$ cat src/hw/rtl/lpd_pkg.sv
// ----------------------------------------------------------------------------
// lpd_pkg
// types and constants of the long press detector
// ----------------------------------------------------------------------------
package lpd_pkg;

	// detector phase, also the phase_out code
	typedef enum logic [1:0] {
		PH_IDLE    = 2'd0,
		PH_PRESSED = 2'd1,
		PH_WAIT    = 2'd2
	} phase_t;

	// register indexes (paddr[3:2])
	typedef enum logic [1:0] {
		REG_HOLD_TIME       = 2'd0,
		REG_DEBOUNCE        = 2'd1,
		REG_RELEASE_TIMEOUT = 2'd2
	} reg_idx_t;

	localparam int unsigned ADDR_W = 4;

	// led patterns
	localparam logic [15:0] HELD_PATTERN  = 16'hAAAA;
	localparam logic [15:0] SOLID_PATTERN = 16'hFFFF;

	// register reset values
	localparam logic [15:0] HOLD_TIME_RST       = 16'd5000;
	localparam logic [7:0]  DEBOUNCE_RST        = 8'd50;
	localparam logic [15:0] RELEASE_TIMEOUT_RST = 16'd10000;

	localparam logic [7:0] POLLS_MAX = 8'd255;

endpackage

$ cat src/hw/rtl/lpd_in_if.sv
// ----------------------------------------------------------------------------
// lpd_in_if
// poll channel: button level, timestamp and current led pattern
// ----------------------------------------------------------------------------
interface lpd_in_if;
	logic        valid;
	logic        ready;
	logic        pressed;
	logic [31:0] now_ms;
	logic [15:0] current_blink;

	modport source (output valid, output pressed, output now_ms, output current_blink,
		input ready);
	modport sink (input valid, input pressed, input now_ms, input current_blink,
		output ready);
endinterface

$ cat src/hw/rtl/lpd_out_if.sv
// ----------------------------------------------------------------------------
// lpd_out_if
// result channel: led write, pulses and phase
// ----------------------------------------------------------------------------
interface lpd_out_if;
	logic        valid;
	logic        ready;
	logic        blink_write;
	logic [15:0] blink_out;
	logic        set_force_ap;
	logic        reboot;
	logic [1:0]  phase_out;

	modport source (output valid, output blink_write, output blink_out,
		output set_force_ap, output reboot, output phase_out, input ready);
	modport sink (input valid, input blink_write, input blink_out,
		input set_force_ap, input reboot, input phase_out, output ready);
endinterface

$ cat src/hw/rtl/long_press_detector.sv
// ----------------------------------------------------------------------------
// long_press_detector
// button long press detector with release debounce
// ----------------------------------------------------------------------------
// Usage:
// - poll (valid/ready sink) takes one poll per transaction: button level,
//   millisecond timestamp and the led pattern in use.
// - result (valid/ready source) returns exactly one transaction per poll:
//   led write and pattern, set_force_ap and reboot pulses, phase after it.
// - the apb port holds hold_time_ms (0x0), debounce_polls (0x4) and
//   release_timeout_ms (0x8); write only while no poll is in flight.
// Path: a poll passes the input register, then the result register, before
//   its result transaction is offered. Throughput: one poll per cycle while
//   the result is taken; the state update is two 32-bit subtracts and
//   compares plus an 8-bit counter.
// Reset: phase goes to idle, timestamps, saved pattern and counter to zero,
//   registers to their defaults; both channels are empty.
// Stall: while result is held, one more poll is taken into the input
//   register, then poll.ready drops until the result transaction completes.
// ----------------------------------------------------------------------------
module long_press_detector (
	input  logic                          clk,
	input  logic                          arst_n,
	lpd_in_if.sink                        poll,
	lpd_out_if.source                     result,
	input  logic                          psel,
	input  logic                          penable,
	input  logic                          pwrite,
	input  logic [lpd_pkg::ADDR_W-1:0]    paddr,
	input  logic [31:0]                   pwdata,
	output logic [31:0]                   prdata,
	output logic                          pready
);

	// configuration registers
	logic [15:0] hold_time_q;
	logic [7:0]  debounce_q;
	logic [15:0] release_timeout_q;

	// detector state
	lpd_pkg::phase_t phase_q, phase_d;
	logic [31:0] press_start_q;
	logic [31:0] wait_start_q;
	logic [15:0] saved_pattern_q;
	logic [7:0]  released_polls_q, released_polls_d;

	// input stage
	logic        valid_s1;
	logic        pressed_s1;
	logic [31:0] now_s1;
	logic [15:0] cur_s1;

	// result register
	logic        valid_q;
	logic        bw_q, ap_q, rb_q;
	logic [15:0] bo_q;
	logic [1:0]  phase_out_q;

	logic        advance;
	logic        cfg_wr;
	logic [1:0]  reg_sel;
	logic [31:0] held_ms, wait_ms;
	logic        hold_done, wait_done;
	logic [7:0]  polls_inc;
	logic        bw_d, ap_d, rb_d;
	logic [15:0] bo_d;

	assign advance = valid_s1 && (!valid_q || result.ready);
	assign poll.ready = !valid_s1 || advance;

	// apb access
	assign pready  = 1'b1;
	assign reg_sel = paddr[3:2];
	assign cfg_wr  = psel && penable && pwrite && pready;

	always_comb begin
		case (reg_sel)
			lpd_pkg::REG_HOLD_TIME:       prdata = {16'd0, hold_time_q};
			lpd_pkg::REG_DEBOUNCE:        prdata = {24'd0, debounce_q};
			lpd_pkg::REG_RELEASE_TIMEOUT: prdata = {16'd0, release_timeout_q};
			default:                      prdata = 32'd0;
		endcase
	end

	always_ff @(posedge clk or negedge arst_n) begin
		if (!arst_n) begin
			hold_time_q       <= lpd_pkg::HOLD_TIME_RST;
			debounce_q        <= lpd_pkg::DEBOUNCE_RST;
			release_timeout_q <= lpd_pkg::RELEASE_TIMEOUT_RST;
		end else if (cfg_wr) begin
			case (reg_sel)
				lpd_pkg::REG_HOLD_TIME:       hold_time_q       <= pwdata[15:0];
				lpd_pkg::REG_DEBOUNCE:        debounce_q        <= pwdata[7:0];
				lpd_pkg::REG_RELEASE_TIMEOUT: release_timeout_q <= pwdata[15:0];
				default: ;
			endcase
		end
	end

	// input register
	always_ff @(posedge clk or negedge arst_n) begin
		if (!arst_n) begin
			valid_s1 <= 1'b0;
		end else if (poll.ready) begin
			valid_s1 <= poll.valid;
		end
	end

	always_ff @(posedge clk) begin
		if (poll.ready && poll.valid) begin
			pressed_s1 <= poll.pressed;
			now_s1     <= poll.now_ms;
			cur_s1     <= poll.current_blink;
		end
	end

	// elapsed times, wrapping modulo 2^32
	assign held_ms   = now_s1 - press_start_q;
	assign wait_ms   = now_s1 - wait_start_q;
	assign hold_done = held_ms >= {16'd0, hold_time_q};
	assign wait_done = wait_ms >= {16'd0, release_timeout_q};
	assign polls_inc = (released_polls_q < lpd_pkg::POLLS_MAX) ?
		released_polls_q + 8'd1 : released_polls_q;

	// next phase and release counter
	always_comb begin
		phase_d          = phase_q;
		released_polls_d = released_polls_q;
		case (phase_q)
			lpd_pkg::PH_PRESSED: begin
				if (!pressed_s1) begin
					released_polls_d = polls_inc;
					if (polls_inc >= debounce_q) begin
						phase_d          = lpd_pkg::PH_IDLE;
						released_polls_d = 8'd0;
					end
				end else begin
					released_polls_d = 8'd0;
					if (hold_done) phase_d = lpd_pkg::PH_WAIT;
				end
			end
			lpd_pkg::PH_WAIT: begin
				if (!pressed_s1 || wait_done) phase_d = lpd_pkg::PH_IDLE;
			end
			default: begin
				phase_d = lpd_pkg::PH_IDLE;
				if (pressed_s1) begin
					phase_d          = lpd_pkg::PH_PRESSED;
					released_polls_d = 8'd0;
				end
			end
		endcase
	end

	// result fields
	always_comb begin
		bw_d = 1'b0;
		bo_d = 16'd0;
		ap_d = 1'b0;
		rb_d = 1'b0;
		case (phase_q)
			lpd_pkg::PH_PRESSED: begin
				if (!pressed_s1) begin
					if (polls_inc >= debounce_q) begin
						bw_d = 1'b1;
						bo_d = saved_pattern_q;
					end
				end else if (hold_done) begin
					ap_d = 1'b1;
					bw_d = 1'b1;
					bo_d = lpd_pkg::SOLID_PATTERN;
				end else begin
					bw_d = 1'b1;
					bo_d = lpd_pkg::HELD_PATTERN;
				end
			end
			lpd_pkg::PH_WAIT: begin
				rb_d = !pressed_s1 || wait_done;
			end
			default: ;
		endcase
	end

	// state update
	always_ff @(posedge clk or negedge arst_n) begin
		if (!arst_n) begin
			phase_q          <= lpd_pkg::PH_IDLE;
			press_start_q    <= 32'd0;
			wait_start_q     <= 32'd0;
			saved_pattern_q  <= 16'd0;
			released_polls_q <= 8'd0;
		end else if (advance) begin
			phase_q          <= phase_d;
			released_polls_q <= released_polls_d;
			if (phase_q != lpd_pkg::PH_PRESSED && phase_q != lpd_pkg::PH_WAIT
				&& pressed_s1) begin
				press_start_q   <= now_s1;
				saved_pattern_q <= cur_s1;
			end
			if (phase_q == lpd_pkg::PH_PRESSED && pressed_s1 && hold_done) begin
				wait_start_q <= now_s1;
			end
		end
	end

	// result register
	always_ff @(posedge clk or negedge arst_n) begin
		if (!arst_n) begin
			valid_q <= 1'b0;
		end else if (advance) begin
			valid_q <= 1'b1;
		end else if (result.ready) begin
			valid_q <= 1'b0;
		end
	end

	always_ff @(posedge clk) begin
		if (advance) begin
			bw_q        <= bw_d;
			bo_q        <= bo_d;
			ap_q        <= ap_d;
			rb_q        <= rb_d;
			phase_out_q <= phase_d;
		end
	end

	assign result.valid        = valid_q;
	assign result.blink_write  = bw_q;
	assign result.blink_out    = bo_q;
	assign result.set_force_ap = ap_q;
	assign result.reboot       = rb_q;
	assign result.phase_out    = phase_out_q;

endmodule

$ cat src/flat_wrapper.sv
// flat-port wrapper written by rule: the top's interface ports become plain ports
module long_press_detector_flat 
  (clk, arst_n, psel, penable, pwrite, paddr, pwdata, prdata, pready, poll_valid, poll_pressed, poll_now_ms, poll_current_blink, poll_ready, result_valid, result_blink_write, result_blink_out, result_set_force_ap, result_reboot, result_phase_out, result_ready);
  lpd_in_if poll_i ();
  lpd_out_if result_i ();
  input  logic clk;
  input  logic arst_n;
  input  logic psel;
  input  logic penable;
  input  logic pwrite;
  input  logic [lpd_pkg::ADDR_W-1:0] paddr;
  input  logic [31:0] pwdata;
  output logic [31:0] prdata;
  output logic pready;
  input wire logic [$bits(poll_i.valid)-1:0] poll_valid;
  input wire logic [$bits(poll_i.pressed)-1:0] poll_pressed;
  input wire logic [$bits(poll_i.now_ms)-1:0] poll_now_ms;
  input wire logic [$bits(poll_i.current_blink)-1:0] poll_current_blink;
  output wire logic [$bits(poll_i.ready)-1:0] poll_ready;
  output wire logic [$bits(result_i.valid)-1:0] result_valid;
  output wire logic [$bits(result_i.blink_write)-1:0] result_blink_write;
  output wire logic [$bits(result_i.blink_out)-1:0] result_blink_out;
  output wire logic [$bits(result_i.set_force_ap)-1:0] result_set_force_ap;
  output wire logic [$bits(result_i.reboot)-1:0] result_reboot;
  output wire logic [$bits(result_i.phase_out)-1:0] result_phase_out;
  input wire logic [$bits(result_i.ready)-1:0] result_ready;
  assign poll_i.valid = poll_valid;
  assign poll_i.pressed = poll_pressed;
  assign poll_i.now_ms = poll_now_ms;
  assign poll_i.current_blink = poll_current_blink;
  assign poll_ready = poll_i.ready;
  assign result_valid = result_i.valid;
  assign result_blink_write = result_i.blink_write;
  assign result_blink_out = result_i.blink_out;
  assign result_set_force_ap = result_i.set_force_ap;
  assign result_reboot = result_i.reboot;
  assign result_phase_out = result_i.phase_out;
  assign result_i.ready = result_ready;
  long_press_detector u_core (.clk(clk), .arst_n(arst_n), .poll(poll_i), .result(result_i), .psel(psel), .penable(penable), .pwrite(pwrite), .paddr(paddr), .pwdata(pwdata), .prdata(prdata), .pready(pready));
endmodule
$ cat config.mk
export PLATFORM = sky130hd
export DESIGN_NAME = long_press_detector_flat
export DESIGN_NICKNAME = d
export VERILOG_FILES = /design/src/hw/rtl/lpd_pkg.sv /design/src/hw/rtl/lpd_in_if.sv /design/src/hw/rtl/lpd_out_if.sv /design/src/hw/rtl/long_press_detector.sv /design/src/flat_wrapper.sv
export SDC_FILE = /design/constraint.sdc
export NUM_CORES = 1
export LEC_CHECK = 0
export BUFFER_PORTS_ARGS = -buffer_cell sky130_fd_sc_hd__buf_2
export CELL_PAD_IN_SITES_DETAIL_PLACEMENT = 2
export CELL_PAD_IN_SITES_GLOBAL_PLACEMENT = 2
export CORE_MARGIN = 5
export CORE_UTILIZATION = 38
export CTS_CLUSTER_SIZE = 28
export DETAILED_ROUTE_END_ITERATION = 16
export GPL_ROUTABILITY_DRIVEN = 1
export PLACE_DENSITY = 0.81
export SYNTH_ARGS = -nofsm -noshare
export SYNTH_HDL_FRONTEND = slang
export SYNTH_SLANG_ARGS = --single-unit
$ cat constraint.sdc
create_clock -name clk -period 6.1 [get_ports clk]
set_clock_uncertainty 0.05 [all_clocks]
set_input_delay 0.305 -clock clk [delete_from_list [all_inputs] [get_ports clk]]
set_output_delay 0.305 -clock clk [all_outputs]
set_load 0.1 [all_outputs]
# Yosys cells after proc, flatten, opt, wreduce, memory -nomap -nowiden
# Index checks and enable logic that the tools add are counted.
# totals
reg_bits	202
input_bits	92
output_inout_bits	56
word_cells	76
# classes
add_sub_neg	3
n_lt_le_gt_ge	4
n_eq_ne	6
muxes	20
n_bitwise	1
reduce_logical	24
# ops
operator	n
$ge 32x16->1	2
$sub 32x32->32	2
$pmux 16 s3	1
$mux 16	2
$mux 8	4
$pmux 8 s2	1
$mux 15	1
$reduce_and 2->1	6
$add 8x1->8 const B	1
$ge 8x8->1	1
$logic_and 1x1->1	8
$lt 8x8->1 const B	1
$mux 2	4
$mux 1	6
$eq 2x1->1 const B	2
$eq 2x2->1 const B	2
$pmux 2 s2	1
$reduce_bool 2->1	2
$logic_not 1->1	3
$logic_or 1x1->1	3
$reduce_and 3->1	1
$logic_not 2->1	1
$ne 2x1->1 const B	1
$ne 2x2->1 const B	1
$not 1->1	1

# Depth between registers and ports, before layout
# depth
depth_word	6
depth_mapped	21
mapped_depth_nobuf	20

# Worst setup path after synthesis
# OpenSTA, ideal clock, no wires.
# synth_path
path_kind	flip-flop to flip-flop
startpoint	reg u_core.now_s1[0]
endpoint	reg u_core.wait_start_q[10]
setup_time_ns	0.125
arrival_ns	4.252
t_required_ns	5.925
setup_slack_ns	1.673
stages_incl_launch_ff	21
n_path_buf	1
period_less_slack_ns	4.427
path_cell_list	edfxtp_1 > inv_1 > ha_1 > fa_1 > nor2b_1 > o211ai_1 > a21oi_1 > a21oi_1 > o21bai_1 > xor2_1 > ha_1 > a21oi_1 > nor2b_1 > a2111o_1 > a211oi_1 > nand4_1 > nor4_1 > a41oi_2 > nand3_4 > buf_6 > mux2_4
# synth_via
elab_chain_cells	4
# synth_lines
element	line_no	rtl
start: declaration	long_press_detector.sv:50	logic [31:0] now_s1;
start signal: assignment	long_press_detector.sv:112	now_s1 <= poll.now_ms;
$sub 32x32->32	long_press_detector.sv:118	assign held_ms = now_s1 - press_start_q;
$ge 32x16->1	long_press_detector.sv:120	assign hold_done = held_ms >= {16'd0, hold_time_q};
$logic_and 1x1->1	long_press_detector.sv:200	if (phase_q == lpd_pkg::PH_PRESSED && pressed_s1 && hold_done) begin
$reduce_and 2->1 (no line)	-	
end signal: assignment	long_press_detector.sv:201	wait_start_q <= now_s1;
end: declaration	long_press_detector.sv:43	logic [31:0] wait_start_q;
# Every way passes these cells.
# A chain may end at the register's enable or synchronous reset.

# Final worst setup path
# layout_path
startpoint	reg u_core.now_s1[0]
endpoint	reg u_core.wait_start_q[15]
# Same word-level chain as after synthesis.

==> impl_summary.txt <==
----------------------------------------------------
[Worst setup path]
  Data required time of the critical path ... 6.48 ns
  Critical path class ... reg -> reg
  Maximum fanout along the worst path ... 18
  Setup crit end kind ... register
  Reg2reg start ... u_core.now_s1[0]$_DFFE_PP_
  Arrival time worst endpoint ... 5.98 ns
  Worst Reg2Reg Path Length in Cells ... 20
  Reg2reg end ... u_core.wait_start_q[15]$_DFFE_PN0P_
  Setup slack on the worst flop-to-flop path ... around 0.5 ns
  Element type at the critical path start ... register

[Finish]
  Number of diodes added for antenna fixing ... 0
  Sequential standard cell area ... 5420 um^2
  Final std cells w/o fill ... 1,922
  Final #Nets ... 1,655
  Post-synthesis to final-layout area growth ... 19.5%
  Filler Cell Count ... approximately 3,600
  Area of combinational cells with multiple inputs ... between 6000 and 7000 um^2
  Most common cell after layout, fill and taps aside ... inv_1
  Fraction of layout cells with a size suffix above 1 ... 19.0%
  Utilization after layout ... a little under half
  Leading cell types in the layout, fill and taps excluded ... inv_1 (128), dfrtp_1 (119), nand2_1 (115)

[Job]
  Number of maximum-capacitance constraint violations ... 0

[Synth]
  Share of the synthesized area in the top cell type ... 23.1%
  Dominant register cell in the synthesized netlist ... dfrtp_1
  Netlist cell types ... 73
  Per-instance average area after synthesis ... 10.0 um^2
  Synth Warn # ... 0
  Count of mapped cells out of synthesis ... 1,288
  Proportion of synthesized chip area in sequential cells ... 42.1%
  Number of enable-type register cells in the synthesized netlist ... 70
  Asr flop ratio synth ... 65.3%
  Top post-synthesis cells by area ... dfrtp_1 (23%), edfxtp_1 (16%), ha_1 (10%)
  Synthesized area ... 12,900 um^2
  Yosys reg bits ... between 200 and 250
  Leading area contributor after synthesis ... dfrtp_1

[Power]
  Worst ir drop on vdd ... between 0.2 and 0.25 mV
  Share of total power in the clock network ... 19.6%
  Register share of total power ... 25.9%
  Switching power summed over all nets ... 0.00358 W
  Combinational cell fraction of total power ... 54.5%
  P_leak ... around 7.0 nW
  Total power divided by cell area ... ~530 nW/um^2
  Net switching share of the total power ... 44.3%
  Internal power component ... 0.00450 W

[Floorplanning]
  Starting Density ... 38.4%
  Die Y ... 194 um
  Ports ... 148
  Total die area ... between 30,000 and 40,000 um^2
  Number of placement rows ... 67
  Die span in x ... 194 um
  Placeable core region ... 33,500 um^2

[Global route]
  Residual overflow from global routing ... 0
  Largest net degree at the start of global routing ... about 70
  Vias in the first global route ... 12,166
  Total global-route track usage ... 22.1%
  Initial antenna violation count ... 0
  Wire length of the first global-routing pass ... 67.9 mm

[Route]
  Wire length per cell ... approximately 22 um
  DRC violations left ... 0
  Count of antenna-violating nets left after detailed routing ... 0
  Total Routed Length ... 42.8 mm
  Via count ... approximately 11,000
  Average vias per placed instance ... between 5 and 6
  First-pass detailed-route iteration total ... 4
  Violation count after the first detailed-route iteration ... 334

[Hold path]
  Worst Hold Path EP ... u_core.result.valid$_DFFE_PN0P_
  Hold Path Stages ... 3
  Type of the worst min-delay path ... in -> reg
  Start point of the worst hold path ... result_ready

[STA]
  Hold Violations, Final ... 0
  Post-route worst setup slack ... 0.496 ns
  Final worst hold slack ... 0.0512 ns
  Rel. slew slack ... 37.3%
  Post-route minimum period ... 5.60 ns
  Maximum achievable frequency ... roughly 180 MHz
  Final period util ... between 90% and 100%
  TNS Setup ... 0 ns
  Transition time of the tightest slew-check pin ... ~0.94 ns
  Setup repair after global routing missed its margin ... false
  Finish-stage setup viols ... 0
  Final max-slew violation count ... 0

[Clock network]
  Clock-pin slew reported for the worst setup and hold paths after clock tree synthesis ... 0.06 ns
  Cts bufs inserted ... 24
  TritonCTS clock tree ... done
  Clk sink count ... about 200
  Clock insertion delay at the later pin of the skew report ... 0.55 ns
  Postcts setup bufs ... 0
  Clock root buffer master ... clkbuf_16
  Buffers from clock root to sink, at most ... 3
  H-Tree Depth ... 1

[Placed design]
  Final weighted congestion in routability-driven placement ... 0.844
  Sum of net half-perimeters after detailed placement ... 29.6 mm
  Pre-CTS setup slack ... 0.600 ns
  Cells after DPL ... 1,810
  Port buffer count ... 112

[Run status]
  Run status ... finished clean

----------------------------------------------------
[registers in the layout, indices dropped and copies added (netlist names), 2 cells and up]
name                      cells
u_core.cur_s1                16
u_core.debounce_q             8
u_core.hold_time_q           16
u_core.now_s1                32
u_core.phase_q                2
u_core.press_start_q         32
u_core.release_timeout_q     16
u_core.released_polls_q       8
u_core.result.blink_out      16
u_core.result.phase_out       2
u_core.saved_pattern_q       16
u_core.wait_start_q          32
[repair_timing]
action / in CTS / in global routing
endpoints found under the setup margin: 0 / 3
hold buffers: 68 / 0
endpoints found under the hold margin: 146 / 0
gates resized for setup: 0 / 1
[power by group through the flow]
| stage | combinational (W) | sequential (W) | clock [W] |
|---|---|---|---|
| after global placement | 0.00407 | 0.00206 | 0 |
| after global routing | 0.00483 | 0.00213 | 0.00169 |
| after floorplan | 0.00303 | 0.00219 | 0 |
| after detailed placement | 0.00429 | 0.00209 | 0 |
| after CTS | 0.00437 | 0.00208 | 0.00163 |
| final | 0.00441 | 0.00209 | 0.00159 |
[worst max path at each step]
stage / from / end / slack (ns) / depth (start not counted)
finish: u_core.now_s1[0]$_DFFE_PP_ / u_core.wait_start_q[15]$_DFFE_PN0P_ / 0.50 / 20
detailed placement: u_core.now_s1[1]$_DFFE_PP_ / u_core.result.phase_out[1]$_DFFE_PP_ / 0.60 / 20
global route: u_core.now_s1[1]$_DFFE_PP_ / u_core.result.phase_out[1]$_DFFE_PP_ / 0.06 / 20
global placement: u_core.now_s1[1]$_DFFE_PP_ / u_core.result.phase_out[0]$_DFFE_PP_ / 0.75 / 20
floorplan: u_core.now_s1[0]$_DFFE_PP_ / u_core.wait_start_q[10]$_DFFE_PN0P_ / 1.67 / 20
CTS: u_core.now_s1[1]$_DFFE_PP_ / u_core.result.phase_out[1]$_DFFE_PP_ / 0.51 / 20
[synth_stat cells, types with 10 or more instances]
cell type	n
inv_1	128
o211ai_1	11
o21a_1	15
nor2_1	71
a21oi_1	79
mux2_4	28
ha_1	105
nor3_1	22
buf_4	18
xor2_1	12
edfxtp_1	70
nand2b_1	14
dfrtp_1	119
nand4_1	27
dfstp_2	13
nand3_1	21
o21ai_0	78
nand2_1	115
mux2_2	68
xnor2_1	32
clkbuf_1	30
mux2i_1	21
nor2b_1	10
a21o_1	27
[area by class of cell]
| class | count | share of cell area (%) |
|---|---|---|
| sequential | 202 | 35.2 |
| clock inverter | 11 | 1.10 |
| multi-input combinational | 911 | 43.7 |
| inverter | 128 | 3.12 |
| timing repair buffer | 189 | 8.63 |
| tap | 448 | 3.64 |
| clock buffer | 33 | 4.59 |
[critical path: stages, from the launching register on]
cell and delay (ns):
edfxtp_1 0.36, inv_1 0.09, ha_1 0.24, fa_1 0.42
nor2b_1 0.21, o211ai_1 0.24, a21oi_1 0.45, a21oi_1 0.18
o21bai_1 0.20, xor2_1 0.17, ha_1 0.26, a21oi_1 0.17
nor2b_1 0.10, a2111o_1 0.39, a211oi_1 0.21, nand4_1 0.12
nor4_1 0.36, a41oi_2 0.26, nand3_4 0.39, buf_12 0.26
mux2_4 0.33
[stage by stage]
stage / total power [W] / cell area, um^2
3_3_place_gp: 0.00613 / 13800
3_5_place_dp: 0.00638 / 13800
5_1_grt: 0.00865 / 15400
4_1_cts: 0.00808 / 15400
6_report: 0.00809 / 15400
2_1_floorplan: 0.00523 / 12900
[kinds of logic (layout without fill, tap and decap cells)]
group / count (synthesis) / count (layout) / synth area share, %
and+or+nand+nor: 328 / 328 / 12.2
muxes: 117 / 117 / 10.8
other: 2 / 17 / 0.0583
adders and majority gates: 107 / 107 / 10.5
buffers and inverters: 190 / 361 / 6.29
xor gates and xnor gates: 44 / 44 / 2.99
AOI/OAI and AO/OA: 298 / 298 / 15.0
DFF: 202 / 202 / 42.1
[per-layer routing]
metal  track usage [%]  wire length, um  vias to the layer above
met5                 0                0                        -
met3              2.95             1400                       66
met4              5.70             1160                        0
li1                  -                -                     4906
met2              40.9            22100                      188
met1              27.1            18100                     5435
Power figures use the tool's default switching activity.
